--- config.mk ---
export PLATFORM = sky130hd
export DESIGN_NAME = lir_front
export DESIGN_NICKNAME = d
export VERILOG_FILES = /design/src/lir_pkg.sv /design/src/lir_front.sv
export SDC_FILE = /design/constraint.sdc
export NUM_CORES = 1
export LEC_CHECK = 0
export ABC_AREA = 1
export BUFFER_PORTS_ARGS = -buffer_cell sky130_fd_sc_hd__buf_2
export CAP_MARGIN = 20
export CORE_ASPECT_RATIO = 0.8
export CORE_MARGIN = 2
export CORE_UTILIZATION = 43
export CTS_CLUSTER_SIZE = 24
export DETAILED_ROUTE_END_ITERATION = 10
export GPL_TIMING_DRIVEN = 0
export PLACE_DENSITY = 0.78
export SYNTH_ARGS = -nofsm -noshare
export SYNTH_HDL_FRONTEND = slang
export SYNTH_SLANG_ARGS = --single-unit
--- constraint.sdc ---
create_clock -name clk_i -period 1.44 [get_ports clk_i]
set_input_delay 0.288 -clock clk_i [delete_from_list [all_inputs] [get_ports clk_i]]
set_output_delay 0.288 -clock clk_i [all_outputs]
set_load 0.005 [all_outputs]
--- src/lir_pkg.sv ---
// ---------------------------------------------------------------------------
// lir_pkg
// Shared types and constants of the linear interpolation resampler: frame
// structs, configuration register indexes and reset values.
// ---------------------------------------------------------------------------
package lir_pkg;

  localparam int unsigned SAMPLE_W   = 16;
  localparam int unsigned STEP_W     = 21;
  localparam int unsigned CHAN_W     = 2;
  localparam int unsigned FRAMES_W   = 13;
  localparam int unsigned CFG_IDX_W  = 2;
  localparam int unsigned CFG_DATA_W = 21;

  // Register indexes on the configuration port
  localparam logic [CFG_IDX_W-1:0] CFG_STEP_RATIO    = 2'd0;
  localparam logic [CFG_IDX_W-1:0] CFG_CHANNEL_COUNT = 2'd1;
  localparam logic [CFG_IDX_W-1:0] CFG_OUTPUT_FRAMES = 2'd2;

  localparam logic [STEP_W-1:0]   STEP_RATIO_RST    = 21'd65536;
  localparam logic [CHAN_W-1:0]   CHANNEL_COUNT_RST = 2'd1;
  localparam logic [FRAMES_W-1:0] OUTPUT_FRAMES_RST = 13'd960;
  localparam logic [CHAN_W-1:0]   CHAN_STEREO       = 2'd2;

  // Most results per phase (interpolation, tail) of one frame
  localparam int unsigned PHASE_CAP = 16;
  localparam int unsigned CAP_W     = 5;

  typedef logic signed [SAMPLE_W-1:0] sample_t;

  typedef struct packed {
    sample_t sample_ch0;
    sample_t sample_ch1;
    logic    first_frame;
    logic    last_frame;
  } in_frame_t;

  typedef struct packed {
    sample_t out_ch0;
    sample_t out_ch1;
    logic    end_of_run;
  } out_frame_t;

  // Classified frame handed from the front end to the back end
  typedef struct packed {
    sample_t cur0;
    sample_t cur1;
    sample_t prev0;
    sample_t prev1;
    logic    first;
    logic    last;
  } cmd_t;

endpackage

--- src/lir_front.sv ---
// ---------------------------------------------------------------------------
// lir_front
// Front end: takes input frames, tracks the previous frame and the frame
// index within the block, and builds one command per frame.
// ---------------------------------------------------------------------------
module lir_front #(
  parameter int unsigned MAX_CHANNELS     = 2,
  parameter int unsigned MAX_BLOCK_FRAMES = 4096,
  localparam int unsigned IDX_W           = $clog2(MAX_BLOCK_FRAMES)
) (
  input  logic                clk_i,
  input  logic                rst_ni,
  input  logic                accept_i,
  input  lir_pkg::in_frame_t  frame_i,
  input  logic                stereo_i,
  output lir_pkg::cmd_t       cmd_o,
  output logic [IDX_W-1:0]    k_o
);

  lir_pkg::sample_t prev_q [MAX_CHANNELS];
  logic [IDX_W-1:0] index_q;
  logic [IDX_W-1:0] k;
  lir_pkg::sample_t cur1;

  // A first frame restarts the block at index zero
  assign k    = frame_i.first_frame ? '0 : index_q;
  assign cur1 = stereo_i ? frame_i.sample_ch1 : '0;
  assign k_o  = k;

  always_comb begin
    cmd_o.cur0  = frame_i.sample_ch0;
    cmd_o.cur1  = cur1;
    cmd_o.prev0 = prev_q[0];
    cmd_o.prev1 = stereo_i ? prev_q[MAX_CHANNELS-1] : '0;
    cmd_o.first = frame_i.first_frame;
    cmd_o.last  = frame_i.last_frame;
  end

  always_ff @(posedge clk_i or negedge rst_ni) begin
    if (!rst_ni) begin
      for (int c = 0; c < MAX_CHANNELS; c++) begin
        prev_q[c] <= '0;
      end
      index_q <= '0;
    end else if (accept_i) begin
      prev_q[0] <= frame_i.sample_ch0;
      if (stereo_i) begin
        prev_q[MAX_CHANNELS-1] <= cur1;
      end
      // saturate at the last index of a block
      index_q <= (k == IDX_W'(MAX_BLOCK_FRAMES - 1)) ? k : k + 1'b1;
    end
  end

endmodule

==> summary.md <==
| Metric | Value |
|---|---|
| Register area share after synthesis | between 40% and 50% |
| Post-synthesis mux area share | 0% |
| Core ar. | 5880 sq um |
| Post-synth EDFFs | 0 |
| Vias | roughly 2,600 |
| Grt met3 use | 4.41% |
| Vias per cell | around 4.5 |
| Synth Area in XOR/XNOR | 1.01% |
| Pins Over Slew Limit | 0 |
| Max Clk Rate | roughly 660 MHz |
| Minimum clock period | around 1500 ps |
| Initial core utilization | 44.4% |
| Die area | 6710 sq um |
| Critical Path Sink Type | register |
| Primary FF master, synth | dfrtp_1 |
| Wire per inst | 10.7 microns |
| Slowest CP cell | buf_4 |
| Maxcap violations | 0 |
| Die X | 91.1 microns |
| Largest net degree at the start of global routing | 45 |
| Avg Inst Size Synth | 7.25 sq um |
| Vias in the first global route | between 2,000 and 2,500 |
| Design area | 3590 sq um |
| Worst relative slew slack | 70.6% |
| H-tree levels | 2 |
| CP bufs+invs | 4 |
| Post-Synthesis Cells | 360 |
| Cts bufs inserted | 5 |
| Critical Path Start Type | input port |
| Clock Latency Late Sink | 290 ps |
| Hold EP | cmd_o[33] |
| Simple-gate share of the synthesized area | between 30% and 40% |
| M1 GR Usage | 24.9% |
| Grt peak-use layer | met2 |
| Hold_sp | frame_i[33] |
| WP depth | 15 |
| Post-Synth Adder-Cell Area | 0.480% |
| Layout Skew | 6.79 ps |
| Reg2reg end | index_q[1] |
| Clock Tree Buf Depth | 2 |
| Clk root buf | clkbuf_8 |
| Post-synthesis compound-gate area fraction | 3.45% |
| R2R cell count | 12 |
| CP max stage delay | ~180 ps |
| DP HPWL | between 4000 and 5000 microns |
| CP arrival | roughly 1700 ps |
| Post-synth top cells | 146 x nand2_1, 49 x inv_1, 44 x dfrtp_1, 34 x buf_4, 17 x o21ai_0 |
| Main combinational cell family by area after synthesis | simple AND/OR/NAND/NOR gates |
| Yosys top cell by area | dfrtp_1 |
| Total chip power | 3060 uW |
| Reg2Reg Setup Slack | -80 ps |
| Post-synth ARST share | 100% |
| Net Count, Synth | 399 |
| Initial drt markers | 109 |
| Status | finished with violations |
| CTS clk-pin slew, worst paths | 80 ps |
| CP Class | in2reg |
| Drc violations | 0 |
| Detailed Routing Iterations Pass 1 | 4 |
| Failing checks | setup timing |
| WHS Path Cells | 3 |
| Post-synth cell types | 25 |
| Delay-heaviest family, CP | simple AND/OR/NAND/NOR gates |
| Final setup viols | 9 |
| Area grow syn2layout | 37.7% |
| Final WS setup | -80.4 ps |
| Leak pwr | 0.00232 uW |
| Req. time, crit path | 1620 ps |
| Most common cell in the synthesized netlist | nand2_1 |
| Share of the synthesized area in the top cell type | 42.2% |
| Final period util | 106% |
| Crit. Startpoint | frame_i[1] |
| GPL Wtd Cong | 0.907 |
| Reg2reg start | index_q[1] |
| Remaining global-route overflow | 0 |
| Routed wire length | 6160 microns |
| Met2 usage | between 30% and 40% |
| Ratio of cells with drive above 1 in the final layout | 40.9% |
| Floorplan row count | 25 |
| CTS tree | yes |
| Yosys Warn Count | 0 |
| Max VDD drop | 0.000521 V |
| DP Area | 3310 sq um |
| Unrepaired setup endpoints after global routing | yes |
| Final ANT Viol Nets | 0 |
| Antenna cells | 0 |
| Setup TNS | -306 ps |
| Final hold viol count | 0 |
| Fin nets | 532 |
| Die height | 73.7 microns |
| GRT Overall Usage | 18.6% |
| Num ports | between 100 and 150 |
| Power Density | 853 nW/um^2 |
| # fillers | about 580 |
| Core Util, Final | 61.1% |
| Hold Path Class | in2reg |
| Final std cells w/o fill | ~580 |
| PortBufs | approximately 110 |
| Initial antenna violation count | 0 |
| Clock Sink Count | 44 |
| Crit Path Max Fanout | 10 |
| Mapped Area | 2610 sq um |
| Cell Chain, Critical Path | buf_4, inv_16, buf_8, nand2_4, inv_4, ha_4, nand2_4, nor2_4, nand2_4, nor2_4, nand2_4, nand2_1, nand2_1, nand2_1, nand2_1 |
| Inst Count DP | 553 |
| Top cells by area in the synthesized netlist | dfrtp_1 42%, nand2_1 21%, buf_4 9.8%, inv_1 7.1%, o21ai_0 3.3% |
| First-pass GRT wire length | 10,200 microns |
| Worst-margin pin slew | 440 ps |
| #FFs+latches synth | 44 |
==> cell families (layout without fill, tap and decap cells) <==
group	after synthesis	in the layout
AOI/OAI and AO/OA	18	18
DFF	44	44
buffers and inverters	99	233
adders and majority gates	1	1
xor gates and xnor gates	3	3
and+or+nand+nor	195	195
==> layer usage <==
layer,share of wire [%],vias to the layer above
met5,0,-
met4,1.0,0
met3,6.8,6
met2,45,101
met1,47,1143
li1,-,1310
==> sequential cells by signal (all words and copies together), names as in the netlist <==
name	count
cmd_o	16
index_q	12
prev_q	16
==> worst max-delay path by stage <==
stage                       endpoint  slack, ps
after floorplan           index_q[1]        -90
after global placement    index_q[1]       -500
after detailed placement  index_q[1]       -540
after CTS                 index_q[1]       -120
after global routing      index_q[1]       -170
final                     index_q[1]        -80
==> per-stage QoR <==
stage,hold slack (ps),setup slack [ps]
finish,211,-80.4
global route,209,-172
floorplan,-7.59,-94.6
detailed placement,460,-539
global placement,456,-496
CTS,192,-117
==> worst reg2reg max path: cells and delay by family, from the launching register on <==
family,cells,cell delay (ps)
simple gates,10,840
fa+ha+maj,1,160
flops,1,370
buf+inv,1,50
==> what timing repair did <==
action	CTS	global route
pin swaps	8	14
resized for setup	5	12
gates cloned	0	0
setup endpoints to repair	25	26
hold endpoints to repair	0	16
setup buffers	4	8
hold buffers	0	1
==> layout make-up <==
type / count / area (sq um) / share of cell area, %
buffer: 48 / 327 / 9.09
multi-input combinational: 217 / 1050 / 29.4
tap: 81 / 101 / 2.82
inverter: 51 / 210 / 5.85
clock buffer: 6 / 72.6 / 2.02
clock inverter: 2 / 35.0 / 0.975
timing repair buffer: 126 / 687 / 19.1
sequential: 44 / 1100 / 30.8
==> power breakdown <==
part / switching, uW / internal [uW]
logic: 348 / 370
registers: 73.2 / 1360
clock network: 399 / 515
==> placed cells by master, fill, tap and decap left out, drive strengths merged <==
cell	count
o21ai	18
clkbuf	16
ha	1
and2	1
nand4	5
nand3	17
xor2	3
nand2	151
clkinv	1
or2	2
inv	51
dlygate4sd3	1
dfrtp	44
nor2	19
bufinv	1
buf	163
No activity file was read; power rests on OpenSTA's default activity.
