**src/lir_fifo.sv**
```systemverilog
// ---------------------------------------------------------------------------
// lir_fifo
// Small first-in first-out queue with push/full and pop/empty sides.
// ---------------------------------------------------------------------------
module lir_fifo #(
  parameter int unsigned WIDTH = 8,
  parameter int unsigned DEPTH = 2
) (
  input  logic             clk_i,
  input  logic             rst_ni,
  input  logic             push_i,
  input  logic [WIDTH-1:0] data_i,
  output logic             full_o,
  input  logic             pop_i,
  output logic [WIDTH-1:0] data_o,
  output logic             empty_o
);

  localparam int unsigned PTR_W = (DEPTH > 1) ? $clog2(DEPTH) : 1;
  localparam int unsigned CNT_W = $clog2(DEPTH + 1);

  logic [WIDTH-1:0] mem_q [DEPTH];
  logic [PTR_W-1:0] wr_ptr_q, wr_ptr_d;
  logic [PTR_W-1:0] rd_ptr_q, rd_ptr_d;
  logic [CNT_W-1:0] count_q, count_d;
  logic             do_push, do_pop;

  assign full_o  = (count_q == CNT_W'(DEPTH));
  assign empty_o = (count_q == '0);
  assign do_push = push_i && !full_o;
  assign do_pop  = pop_i && !empty_o;
  assign data_o  = mem_q[rd_ptr_q];

  always_comb begin
    wr_ptr_d = wr_ptr_q;
    rd_ptr_d = rd_ptr_q;
    count_d  = count_q;
    if (do_push) begin
      wr_ptr_d = (wr_ptr_q == PTR_W'(DEPTH - 1)) ? '0 : wr_ptr_q + 1'b1;
    end
    if (do_pop) begin
      rd_ptr_d = (rd_ptr_q == PTR_W'(DEPTH - 1)) ? '0 : rd_ptr_q + 1'b1;
    end
    case ({do_push, do_pop})
      2'b10:   count_d = count_q + 1'b1;
      2'b01:   count_d = count_q - 1'b1;
      default: count_d = count_q;
    endcase
  end

  always_ff @(posedge clk_i or negedge rst_ni) begin
    if (!rst_ni) begin
      wr_ptr_q <= '0;
      rd_ptr_q <= '0;
      count_q  <= '0;
    end else begin
      wr_ptr_q <= wr_ptr_d;
      rd_ptr_q <= rd_ptr_d;
      count_q  <= count_d;
    end
  end

  always_ff @(posedge clk_i) begin
    if (do_push) begin
      mem_q[wr_ptr_q] <= data_i;
    end
  end

endmodule

```
**config.mk**
```make
export PLATFORM = sky130hd
export DESIGN_NAME = lir_fifo
export DESIGN_NICKNAME = d
export VERILOG_FILES = /design/src/lir_fifo.sv
export SDC_FILE = /design/constraint.sdc
export NUM_CORES = 1
export LEC_CHECK = 0
export BUFFER_PORTS_ARGS = -buffer_cell sky130_fd_sc_hd__buf_4
export CORE_MARGIN = 1.5
export CORE_UTILIZATION = 43
export DETAILED_ROUTE_END_ITERATION = 8
export PLACE_DENSITY = 0.68
export SKIP_CTS_REPAIR_TIMING = 1
export SLEW_MARGIN = 20
export SYNTH_ARGS = -nofsm -noshare
export SYNTH_HDL_FRONTEND = slang
export SYNTH_SLANG_ARGS = --single-unit
```
**constraint.sdc**
```tcl
create_clock -name clk_i -period 1.59 [get_ports clk_i]
set_clock_uncertainty 0.15 [all_clocks]
set_input_delay 0.318 -clock clk_i [delete_from_list [all_inputs] [get_ports clk_i]]
set_output_delay 0.318 -clock clk_i [all_outputs]
set_load 0.02 [all_outputs]
```
==> metrics.cfg, run 1 <==
[timing]
setup_violations = 9
max_freq_ghz = 0.5697
finalCritPeriodShare_pct = 110.4
fin_crit_ps = 1755
worst_hold_slack_ps = 50.42
max_slew_margin_pct = 87.75
slew_violations = 0
rsz0062_at_grt = true
setup_ws_ps = -165.4
tightest_slew_ps = 183.0
hold_violations = 0

[cells_and_area]
fin_nets = 90
syn2layout_area_growth_pct = 46.35
fill_cells = 132
drive_gt1_share_pct = 63.16
finalCoreUtilization_pct = 66.15
diodes = 0

[placement]
hpwl_um = 846.6
port_buffers = 21
gp_congestion = 0.6349
dp_slack_ps = 25.39

[synth]
synth_seq_area_share_pct = 75.20
ys_top_cells_by_area = edfxtp_1, dfrtp_1, mux2_2, xnor2_1, xor2_1
netlist_area_sq_um = 772.0
syn_avg_cell_area_sq_um = 17.95
ys_ff_latch = 20
synth_top_area_share_pct = 62.24
synth.largest_area_cell = edfxtp_1
synth_cells = 43
synth_nets = 56
yosys_warnings = 0
yosysUniqueCellTypes = 13

[clock_network]
cts_made_buffers = 3
cts_max_path_buffers = 2
cts_tree = built
clock_latency_ps = 290
cts.clk_slew.worst_paths_ps = 110
clock-sinks = 20
ctsRootBufferMaster = clkbuf_4
cts_max_level = 1

[power]
switching_share_pct = 33.00
seqPwrFrac_pct = 38.2
power_mw = 2.118
cellPowerDensity_mw_per_mm2 = 1875
p_clk_share_pct = 11.2
switchingPower_mw = 0.6988
combPwrFrac_pct = 50.6
irDropWorstVdd_mv = 1.311
p_leak_nw = 0.4610
p_int_mw = 1.419

[critical_path]
worstPathArrival_ps = 1290
timing.rr.end = count_q[1]$_DFFE_PN0P_
cp-end-kind = output pin
reg2reg_depth = 6
worst_path_max_delay_cell = dfrtp_2
critPathMaxFanout = 5
cp_common_cell = buf_6
required_ps = 1120
rrSetupSlack_ps = 120
path_cells = buf_6, mux2_4, buf_6
worstSetupPathType = reg -> out
slowest_delay_ps = 430
start_kind = register
reg2reg_from = count_q[1]$_DFFE_PN0P_

[outcome]
violations = setup timing
outcome = finished, violations left

[global_routing]
first_global_vias = 402
grt_overflow = 0
grt_use_total_pct = 12.60
grt_pass1_wl_um = 1766
grt_max_degree = 12
antenna_found_initial = 0

[min_path]
min_path_type = in -> reg
whs_path_depth = 1
holdPathEnd = mem_q[1][7]$_DFFE_PP_
hold_start = data_i[7]

[die]
core_sq_mm = 0.001708
io_pins = 22
initial_core_util_pct = 45.20
die_width_um = 45.37
num_rows = 15
dieArea_sq_mm = 0.002058
fp.dieH_um = 45.37

[drt]
avgRoutedWirePerCell_um = 12.82
drtAntennaViolNets = 0
num_vias = 453
drt_wl_total_um = 1295
drc = 0
viasPerCell = 4.485
firstDrtPassIters = 3
drt_iter0_markers = 7

[run]
maxCapViolCount = 0

## worst max-delay path, delay by kind of cell (launching register included)
family	cells	cell delay, ps
DFF	1	430
muxes	1	300
buffers and inverters	2	270
## logic make-up (layout without fill, tap and decap cells)
| group | count (synthesis) | after routing | synth area share (%) |
|---|---|---|---|
| fa+ha+maj | 1 | 1 | 1.620 |
| mux | 8 | 8 | 11.67 |
| simple gates | 7 | 7 | 4.701 |
| flops | 20 | 20 | 75.20 |
| buf+inv | 2 | 35 | 1.133 |
| xor+xnor | 5 | 5 | 5.674 |
## stage by stage
stage | setup TNS (ps) | cell area, sq um | instances
CTS | -2545 | 1022 | 97
global route | -1726 | 1130 | 101
finish | -1244 | 1130 | 101
detailed placement | 0 | 996.0 | 93
floorplan | 0 | 774.5 | 43
global placement | 0 | 996.0 | 93
## power by group through the flow
stage / registers [mW] / logic, mW / clock network, mW
after floorplan: 0.793 / 0.515 / 0
after detailed placement: 0.842 / 0.799 / 0
after global routing: 0.822 / 1.15 / 0.270
after CTS: 0.830 / 0.805 / 0.248
after global placement: 0.836 / 0.791 / 0
final: 0.809 / 1.07 / 0.238
## cell type report
cell class | instances | area, sq um | share of cell area, %
clock buffer | 3 | 22.52 | 1.993
tap | 25 | 31.28 | 2.769
inverter | 1 | 3.754 | 0.3322
timing repair buffer | 30 | 272.8 | 24.14
clock inverter | 1 | 3.754 | 0.3322
sequential | 20 | 581.8 | 51.50
multi-input combinational | 21 | 214.0 | 18.94
## cell usage after synthesis, drive strengths merged
cell    instances
ha              1
xnor2           3
buf             1
nor2            3
xor2            2
inv             1
edfxtp         16
nand2b          1
and3            1
mux2            8
dfrtp           4
nand2           1
nor2b           1
## per-layer routing
metal | wire (um) | vias up | global-route usage, %
met1 | 559 | 216 | 14.63
met5 | 0 | - | 0
li1 | - | 223 | -
met2 | 689 | 12 | 20.86
met3 | 36 | 2 | 2.381
met4 | 10 | 0 | 8.824
## layout by cell type, fill, tap and decap left out, drive strengths merged, types with 2 or more instances in the layout
cell and count:
buf 29, clkbuf 3, dfrtp 4, edfxtp 16, mux2 8, nor2 3, xnor2 3, xor2 2
## state kept, by name, indices dropped and copies added, names as in the netlist
name	flops
wr_ptr_q	1
count_q	2
rd_ptr_q	1
mem_q	16
## worst max-delay path by stage
stage                            from                    end  slack [ps]  depth (start not counted)
2_1_floorplan  count_q[0]$_DFFE_PN0P_  mem_q[0][0]$_DFFE_PP_          50                          3
3_3_place_gp     rd_ptr_q$_DFFE_PN0P_              data_o[0]          40                          2
3_5_place_dp     rd_ptr_q$_DFFE_PN0P_              data_o[2]          30                          2
4_1_cts          rd_ptr_q$_DFFE_PN0P_              data_o[3]        -320                          2
5_1_grt          rd_ptr_q$_DFFE_PN0P_              data_o[2]        -220                          3
6_report         rd_ptr_q$_DFFE_PN0P_              data_o[3]        -170                          3
Note: power is estimated with default switching activity, not from simulation.
==> run 2: changes to the inputs <==
--- a/config.mk
+++ b/config.mk
@@ -12,2 +12,3 @@
 export PLACE_DENSITY = 0.68
+export REMOVE_ABC_BUFFERS = 1
 export SKIP_CTS_REPAIR_TIMING = 1
==> constraint.sdc (replaced) <==
create_clock -name clk_i -period 1.59 [get_ports clk_i]
set_clock_uncertainty 0.15 [all_clocks]
set_input_delay 0.477 -clock clk_i [delete_from_list [all_inputs] [get_ports clk_i]]
set_output_delay 0.477 -clock clk_i [all_outputs]
set_load 0.02 [all_outputs]
==> metrics.cfg, run 2 (synthesis results as in run 1) <==
[drt]
drt_wl_total_um = 1138  ; was 1295 um
wl_met2_um = 603  ; was 689 um
drtAntennaViolNets = 0  ; unchanged
drt-met1-wl_um = 481  ; was 559 um
met3_length_um = 45  ; was 36 um
route.top_layer_used = met4  ; unchanged
viasPerCell = 4.510  ; was 4.485
drt_iter0_markers = 3  ; was 7
num_vias = 442  ; was 453
avgRoutedWirePerCell_um = 11.61  ; was 12.82 um
drc = 0  ; unchanged
firstDrtPassIters = 2  ; was 3

[clock_network]
cts_tree = built  ; unchanged
clock-sinks = 20  ; unchanged
cts.clk_slew.worst_paths_ps = 100  ; was 110 ps
cts_max_path_buffers = 2  ; unchanged
clock_latency_ps = 280  ; was 290 ps
cts_max_level = 1  ; unchanged
cts_made_buffers = 3  ; unchanged
ctsRootBufferMaster = clkbuf_4  ; unchanged

[global_routing]
grt_pass1_wl_um = 1573  ; was 1766 um
grt_use_total_pct = 11.40  ; was 12.60%
antenna_found_initial = 0  ; unchanged
first_global_vias = 396  ; was 402
grt_max_degree = 12  ; unchanged
grt_overflow = 0  ; unchanged

[cells_and_area]
ff_latch_area_sq_um = 581.8  ; unchanged
syn2layout_area_growth_pct = 40.19  ; was 46.35%
fill_cells = 137  ; was 132
finalCoreUtilization_pct = 63.37  ; was 66.15%
drive_gt1_share_pct = 57.53  ; was 63.16%
largest_register = mem_q  ; unchanged
top_regs = mem_q: 16 flops, count_q: 2 flops  ; unchanged
diodes = 0  ; unchanged
layout_commonest_cell = edfxtp_1  ; was buf_4
fin_nets = 87  ; was 90
multi_input_area_sq_um = 192.7  ; was 214.0 sq um
largest_register_ffs = 16  ; unchanged
layoutNonFillerInstCount = 98  ; was 101
final_cell_mix = edfxtp_1, buf_4, buf_6  ; was buf_4, edfxtp_1, buf_6

[power]
power_mw = 1.987  ; was 2.118 mW
cellPowerDensity_mw_per_mm2 = 1836  ; was 1875 mW/mm^2
irDropWorstVdd_mv = 0.9117  ; was 1.311 mV
p_leak_nw = 0.4403  ; was 0.4610 nW

[min_path]
min_path_type = in -> reg  ; unchanged

[critical_path]
worstPathArrival_ps = 1270  ; was 1290 ps
start_kind = register  ; unchanged
cp_common_cell = buf_6  ; unchanged
critPathMaxFanout = 4  ; was 5
cp-end-kind = output pin  ; unchanged
path_cells = buf_6, mux2_2, buf_6  ; was buf_6, mux2_4, buf_6
slowest_delay_ps = 400  ; was 430 ps
worst_path_max_delay_cell = dfrtp_2  ; unchanged
required_ps = 960  ; was 1120 ps
worstSetupPathType = reg -> out  ; unchanged

[timing]
tightest_slew_ps = 181.9  ; was 183.0 ps
slew_violations = 0  ; unchanged
rsz0062_at_grt = true  ; unchanged
setup_ws_ps = -306.6  ; was -165.4 ps
fin_crit_ps = 1897  ; was 1755 ps
max_slew_margin_pct = 87.87  ; was 87.75%
max_freq_ghz = 0.5273  ; was 0.5697 GHz
setup_violations = 10  ; was 9
finalCritPeriodShare_pct = 119.3  ; was 110.4%
hold_violations = 0  ; unchanged

[outcome]
outcome = finished, violations left  ; unchanged
violations = setup timing  ; unchanged

[run]
maxCapViolCount = 0  ; unchanged

[placement]
gp_congestion = 0.6608  ; was 0.6349
port_buffers = 21  ; unchanged
placed_cells_incl_taps = 91  ; was 93
hpwl_um = 806  ; was 846.6 um

[die]
initial_core_util_pct = 45.20  ; unchanged
die_width_um = 45.37  ; unchanged
dieArea_sq_mm = 0.002058  ; unchanged
num_rows = 15  ; unchanged
fp.dieH_um = 45.37  ; unchanged
core_sq_mm = 0.001708  ; unchanged
io_pins = 22  ; unchanged

## run 2: worst max-delay path: cells and delay by family, from the launching register on
kind     cells  cell delay (ps)
buf+inv      2              250
flops        1              400
mux          1              340
## run 2: cell type report
type,instances,share of cell area [%]
inverter,1,0.3468
sequential,20,53.76
clock inverter,1,0.3468
clock buffer,3,2.081
tap,25,2.890
timing repair buffer,27,22.77
multi-input combinational,21,17.80
## run 2: path summary, 6_finish.rpt
path,start,to,slack [ps],cells past startpoint
setup / recovery,rd_ptr_q$_DFFE_PN0P_,data_o[0],-310,3
hold / removal,data_i[0],mem_q[0][0]$_DFFE_PP_,220,1
setup reg to reg,count_q[0]$_DFFE_PN0P_,count_q[1]$_DFFE_PN0P_,50,5
hold reg to reg,wr_ptr_q$_DFFE_PN0P_,wr_ptr_q$_DFFE_PN0P_,360,1
max in group asynchronous,rst_ni,rd_ptr_q$_DFFE_PN0P_,820,2
min in group asynchronous,rst_ni,count_q[1]$_DFFE_PN0P_,360,2
## run 2: per-stage QoR
stage	hold WS (ps)	setup TNS [ps]	setup slack, ps	cell area [sq um]
after floorplan	31.41	-55.17	-55.17	767.0
after global placement	127.0	-811.2	-111.4	978.4
after detailed placement	129.1	-830.1	-112.8	978.4
after CTS	-192.5	-3730	-442.8	1005
after global routing	195.8	-2976	-353.6	1082
final	219.8	-2488	-306.6	1082
## run 2: per-layer routing
layer  up-vias  GRT usage (%)
li1        215              -
met1       216          13.26
met2         9          19.14
met3         2          3.571
met4         0          5.294
met5         -              0
## run 2: power by group
part	internal, mW	switching [mW]
clock	0.0911	0.136
combinational	0.519	0.426
sequential	0.734	0.0817
